[src/rtl/tod_pkg.sv]
`default_nettype none

package tod_pkg;

	localparam int unsigned CFG_IDX_W  = 2;
	localparam int unsigned CFG_DATA_W = 16;

	// configuration register indexes
	localparam logic [CFG_IDX_W-1:0] CFG_AXIS_MODE        = 2'd0;
	localparam logic [CFG_IDX_W-1:0] CFG_MIN_TILT         = 2'd1;
	localparam logic [CFG_IDX_W-1:0] CFG_STABLE_TIME_MS   = 2'd2;
	localparam logic [CFG_IDX_W-1:0] CFG_POLL_INTERVAL_MS = 2'd3;

	// screen (x, y) from sensor (a, b)
	typedef enum logic [2:0] {
		AXIS_A_B   = 3'd0,
		AXIS_B_A   = 3'd1,
		AXIS_NB_A  = 3'd2,
		AXIS_B_NA  = 3'd3,
		AXIS_NA_NB = 3'd4,
		AXIS_NA_B  = 3'd5,
		AXIS_A_NB  = 3'd6,
		AXIS_NB_NA = 3'd7
	} axis_mode_t;

	localparam logic [2:0] CLASS_ROT0      = 3'd0;
	localparam logic [2:0] CLASS_ROT1      = 3'd1;
	localparam logic [2:0] CLASS_ROT2      = 3'd2;
	localparam logic [2:0] CLASS_ROT3      = 3'd3;
	localparam logic [2:0] CLASS_AMBIGUOUS = 3'd4;

	localparam axis_mode_t  RST_AXIS_MODE        = AXIS_A_B;
	localparam logic [15:0] RST_MIN_TILT         = 16'd4096;
	localparam logic [15:0] RST_STABLE_TIME_MS   = 16'd300;
	localparam logic [15:0] RST_POLL_INTERVAL_MS = 16'd100;

endpackage

`default_nettype wire

[src/rtl/tod_classify.sv]
`default_nettype none

module tod_classify import tod_pkg::*; (
	input  logic signed [15:0] accel_x,
	input  logic signed [15:0] accel_y,
	input  axis_mode_t         axis_mode,
	input  logic        [15:0] min_tilt,
	output logic        [2:0]  target_class
);

	// 17 bits so that negating -32768 stays exact
	logic signed [16:0] a, b, na, nb, x, y;
	logic        [16:0] mag_x, mag_y;
	logic        [16:0] thr;
	logic               y_pos, x_pos;

	assign a   = {accel_x[15], accel_x};
	assign b   = {accel_y[15], accel_y};
	assign na  = -a;
	assign nb  = -b;
	assign thr = {1'b0, min_tilt};

	always_comb begin
		unique case (axis_mode)
			AXIS_A_B:   begin x = a;  y = b;  end
			AXIS_B_A:   begin x = b;  y = a;  end
			AXIS_NB_A:  begin x = nb; y = a;  end
			AXIS_B_NA:  begin x = b;  y = na; end
			AXIS_NA_NB: begin x = na; y = nb; end
			AXIS_NA_B:  begin x = na; y = b;  end
			AXIS_A_NB:  begin x = a;  y = nb; end
			AXIS_NB_NA: begin x = nb; y = na; end
			default:    begin x = a;  y = b;  end
		endcase
	end

	assign mag_x = x[16] ? 17'(-x) : 17'(x);
	assign mag_y = y[16] ? 17'(-y) : 17'(y);
	assign x_pos = !x[16] && (x != 17'sd0);
	assign y_pos = !y[16] && (y != 17'sd0);

	always_comb begin
		priority if (mag_x < thr && mag_y < thr) begin
			target_class = CLASS_AMBIGUOUS;
		end else if (mag_y > mag_x) begin
			target_class = y_pos ? CLASS_ROT3 : CLASS_ROT1;
		end else begin
			target_class = x_pos ? CLASS_ROT0 : CLASS_ROT2;
		end
	end

endmodule

`default_nettype wire

[config.mk]
export PLATFORM = sky130hd
export DESIGN_NAME = tod_classify
export DESIGN_NICKNAME = d
export VERILOG_FILES = /design/src/rtl/tod_pkg.sv /design/src/rtl/tod_classify.sv
export SDC_FILE = /design/constraint.sdc
export NUM_CORES = 1
export LEC_CHECK = 0
export BUFFER_PORTS_ARGS = -buffer_cell sky130_fd_sc_hd__buf_2
export CAP_MARGIN = 20
export CORE_ASPECT_RATIO = 0.5
export CORE_MARGIN = 4
export CORE_UTILIZATION = 34
export DETAILED_ROUTE_END_ITERATION = 16
export GPL_ROUTABILITY_DRIVEN = 0
export SYNTH_ARGS = -nofsm -noshare
export SYNTH_HDL_FRONTEND = slang
export SYNTH_SLANG_ARGS = --single-unit
[constraint.sdc]
create_clock -name vclk -period 12.3
set_clock_uncertainty 0.2 [all_clocks]
set_input_delay 2.46 -clock vclk [all_inputs]
set_output_delay 2.46 -clock vclk [all_outputs]
set_load 0.01 [all_outputs]
==> metrics.txt, run 1 <==
outcome=completed; RSZ-0062 raised after global routing=no; Seq/Total Area, Yosys=0; max-slew violation count=0; Worst VDD drop=0.01854 mV; most common cell after layout, fill and taps aside=buf_2; fmax=93.98 MHz; setup TNS=0 ns; DRC=0; total grt overflow=0; Post-CTS Resized=0; total iterations of the first detailed-routing run=5; cts hold-fix bufs=0; row count=28; Vias=4847; Setup Crit Path Kind=input port to primary output; met2 usage=0.3302; Slew HR=0.3427; met1 Usage GRT=0.2933; synthesized area=4123 um^2; Power per Cell Area=62.35 nW/um^2; WP data arrival=7.98 ns; first-pass GRT wire length=23400 um; fin cells=792; Hold Slack=5.492 ns; initial antenna violation count=0; WP data required=9.64 ns; hold path start=min_tilt[0]; synthesized net count=716; Synth-to-Final Area Change=7.466%; Worst Max-Slew Pin Slew=0.9769 ns; die height=85.87 um; share of layout cells above drive strength 1=0.1244; GR peak layer=met2; Final setup viols=0; Post-CTS Setup Inserts=0; Gate Count Post-Synth=615; IO Port Bufs=54; clkbuf count=0; crit path from=axis_mode[0]; final instance area=4431 um^2; All-Layer GR Usage=0.2022; static leakage=1.729 nW; met3 Use GR=0.02208; largest net degree at the start of global routing=52; post-route antenna net violation count=0; Detail Placement HPWL=11990 um; initial DRC count=651; wire length per cell=18.79 um; Mean Syn Cell Area=6.704 um^2; Die Span X=163.7 um; routed wire length=14880 um; Warnings, synthesis=0; Tmin final=10.64 ns; Placed Cells=792; number of max-cap violations=0; Final Hold Viols=0; die area=14060 um^2; worst-path fanout max=38; worst slack at placement=1.684 ns; Tot Pwr=0.2763 mW; DR vias/cell=6.120; Yosys cell types=75; ant diodes=0; initial core utilization=0.3482; io pins=54; final worst-path setup slack=1.660 ns; period utilization=0.8651; dpl cell area=4431 um^2; sequential cell area=0 um^2; core box area=11840 um^2; worst hold-check path type=input port to primary output; final core utilization=0.3742; most frequent cells in the layout=buf_2 (54), ha_1 (50), a21oi_1 (48); crit start category=input port; # nets final=730; vias in the first global route=4494; Seq cells=0; crit end category=primary output
Yosys cell counts, drive strengths merged, types with 3 or more instances:
cell     count  area (um^2)
ha          50        625.6
a21oi       48        240.2
nand2       44        165.2
nor2        42        160.2
xnor2       37        324.1
o21ai       30        150.1
inv         27        101.4
clkbuf      26        98.84
nor3        22        110.1
xor2        22        192.7
buf         21        107.6
nand3       19        95.09
nor4        16        106.4
a211oi      14        110.1
nand2b      13        81.33
nand4       13        81.33
a221oi       9        85.08
nor2b        9        56.30
o221ai       9        78.83
or4          9        67.56
mux2i        8        80.08
a31oi        7        43.79
or2          7        43.79
and3         6        37.54
o22ai        6        37.54
o31ai        6        45.04
a21o         5        37.54
nor3b        5        37.54
o21a         5        37.54
o21bai       5        37.54
or3          5        31.28
a2111oi      4        35.03
a22oi        4        30.03
nor4b        4        41.29
o32ai        4        35.03
o41ai        4        42.55
a211o        3        26.28
a221o        3        30.03
a22o         3        26.28
a311oi       3        26.28
and2         3        18.77
nand3b       3        22.52
final timing paths:
kind / endpoint / slack, ns / cells past startpoint
setup / recovery: target_class[1] / 1.66 / 18
hold / removal: target_class[2] / 5.49 / 5
cell type report:
| class | instances | area, um^2 |
|---|---|---|
| Fill cell | 1300 | 7411 |
| Tap cell | 165 | 206.4 |
| Multi-Input combinational cell | 539 | 3807 |
| Timing Repair Buffer | 59 | 307.8 |
| Inverter | 29 | 108.9 |
worst max-delay path, cell delays in order:
cell and delay [ns]:
buf_2 0.53, nand2b_1 0.57, a21oi_1 0.23, mux2i_1 0.39, and3_1 0.23, or3b_2 0.48, or4_1 0.56, o21ai_0 0.23
xor2_1 0.13, ha_1 0.33, o2111ai_1 0.12, or4_1 0.56, a2111oi_0 0.42, nor3_1 0.10, o211a_1 0.17, nor2b_1 0.16
a32o_1 0.17, buf_2 0.12
per-layer routing:
layer  share of wire  vias up  routed length, um
li1                -     2367                  -
met1            0.46     2226               6773
met2            0.44      234               6501
met3           0.094       20               1400
met4           0.014        0                208
met5               0        -                  0
report_power, final:
part / switching [mW] / internal, mW
registers: 0 / 0
logic: 0.166 / 0.110
clock network: 0 / 0
total: 0.166 / 0.110
kinds of logic after synthesis:
family,count (synthesis),share of synthesized area
other,2,0.001822
buffers and inverters,76,0.07648
adder cells (fa/ha/maj),50,0.1517
XOR/XNOR,59,0.1253
AND/OR/NAND/NOR,227,0.2968
multiplexers,10,0.02489
AO/OA/AOI/OAI,191,0.3229
No activity file was read; power rests on OpenSTA's default activity.
==> run 2, diff against run 1 <==
--- a/config.mk
+++ b/config.mk
@@ -5,6 +5,7 @@
 export SDC_FILE = /design/constraint.sdc
 export NUM_CORES = 1
 export LEC_CHECK = 0
+export ABC_AREA = 1
 export BUFFER_PORTS_ARGS = -buffer_cell sky130_fd_sc_hd__buf_2
 export CAP_MARGIN = 20
 export CORE_ASPECT_RATIO = 0.5
==> metrics.txt, run 2 <==
All-Layer GR Usage=0.1778; Die Span X=162.7 um; Detail Placement HPWL=11310 um; Synth-to-Final Area Change=9.499%; period utilization=0.7435; worst-path cell with the longest stage delay=a21oi_2; Worst Max-Slew Pin Slew=1.017 ns; final worst-path setup slack=3.155 ns; share of layout cells above drive strength 1=0.1739; routed wire length=12860 um; worst hold-check path type=input port to primary output; RSZ-0062 raised after global routing=no; io pins=54; static leakage=2.430 nW; dpl cell area=4449 um^2; most common cell after layout, fill and taps aside=nand2_1; number of max-cap violations=0; initial DRC count=413; IO Port Bufs=54; Worst VDD drop=0.01722 mV; P_int=0.09823 mW; most frequent cells in the layout=nand2_1 (202), nand3_1 (109), inv_1 (106); Final Hold Viols=0; Yosys cell types=38; Gate Count Post-Synth=762; initial core utilization=0.3586; sequential share of power=0; synth cell count leaders=nand2_1 (202), nand3_1 (109), inv_1 (106); Post-CTS Resized=0; Seq/Total Area, Yosys=0; Slew HR=0.3218; die area=13890 um^2; Seq cells=0; wire length per cell=13.34 um; largest cells by area after synthesis=nand2_1 (19%), ha_1 (15%), nand3_1 (13%); vias in the first global route=4273; Worst Hold Path Cells=6; clock power share=0; worst-path fanout max=22; DRC=0; Vias=4775; initial antenna violation count=0; die height=85.37 um; Psw=0.1729 mW; Warnings, synthesis=0; synthesized area=4070 um^2; CP most frequent cell=nand2_1; final instance area=4457 um^2; post-route antenna net violation count=0; crit start category=input port; Sw Share=0.6377; WP data required=9.64 ns; first-pass GRT wire length=20820 um; slowest cell delay on critical path=0.87 ns; worst slack at placement=3.185 ns; Final setup viols=0; cts hold-fix bufs=0; core box area=11350 um^2; post-synth top area share=0.1863; max-slew violation count=0; Mean Syn Cell Area=5.341 um^2; WP data arrival=6.49 ns; Power per Cell Area=60.83 nW/um^2; Setup Crit Path Kind=input port to primary output; largest net degree at the start of global routing=23; crit end category=primary output; total iterations of the first detailed-routing run=7; top-count cell post-synth=nand2_1; Tmin final=9.145 ns; FILL cells=1291; Hold Slack=5.283 ns; Post-CTS Setup Inserts=0; synthesized net count=863; total grt overflow=0; # nets final=908; DR vias/cell=4.953; multi-input logic area=3511 um^2; sequential cell area=0 um^2; setup TNS=0 ns; clkbuf count=0; outcome=completed; Yosys top cell by area=nand2_1; row count=27; ant diodes=0; fmax=109.3 MHz; Comb pwr share=1.000
run 2: cell count changes after synthesis, sizes merged, moves of 16 or more:
cell and change:
nand2 +177, nand3 +101, inv +98, nor2 +63, xnor2 -31, clkbuf -25, nor3 -18, nor4 -16
run 2: metrics by stage:
stage,power (mW),utilization,cells
CTS,0.2704,0.3920,963
detailed placement,0.2692,0.3920,963
global placement,0.2637,0.3920,963
global route,0.3115,0.3926,964
floorplan,0.1997,-,762
finish,0.2711,0.3926,964
run 2: logic make-up (layout without fill, tap and decap cells):
logic type      count (synthesis)  in the layout  share of synthesized area
simple gates                  484            484                     0.5687
buf+inv                       137            180                     0.1374
fa+ha+maj                      50             50                     0.1537
compound gates                 69             69                    0.09530
xor+xnor                       20             20                    0.04304
other cells                     2              2                   0.001845
run 2: area by class of cell:
class | count | share of cell area
inverter | 125 | 0.1053
multi-input combinational | 625 | 0.7878
timing repair buffer | 55 | 0.06232
tap | 159 | 0.04464
run 2: power by group through the flow:
stage	registers, mW	clock network [mW]	logic (mW)
6_report	0	0	0.271
5_1_grt	0	0	0.311
4_1_cts	0	0	0.270
3_5_place_dp	0	0	0.269
3_3_place_gp	0	0	0.264
2_1_floorplan	0	0	0.200
run 2: worst paths after layout:
check    startpoint               to  slack, ns
max    axis_mode[2]  target_class[1]       3.15
min     min_tilt[0]  target_class[2]       5.28
run 2: critical path, delay by kind of cell:
family          cells  cell delay [ns]
xor+xnor            1             0.11
compound gates      1             0.87
simple gates       16             2.11
fa+ha+maj           2             0.48
buf+inv             5             0.46
run 2: routing by layer:
layer | track usage | wire [um]
met1 | 0.2770 | 6838
met2 | 0.2752 | 5212
met3 | 0.01310 | 734
met4 | 0.01218 | 74
met5 | 0 | 0
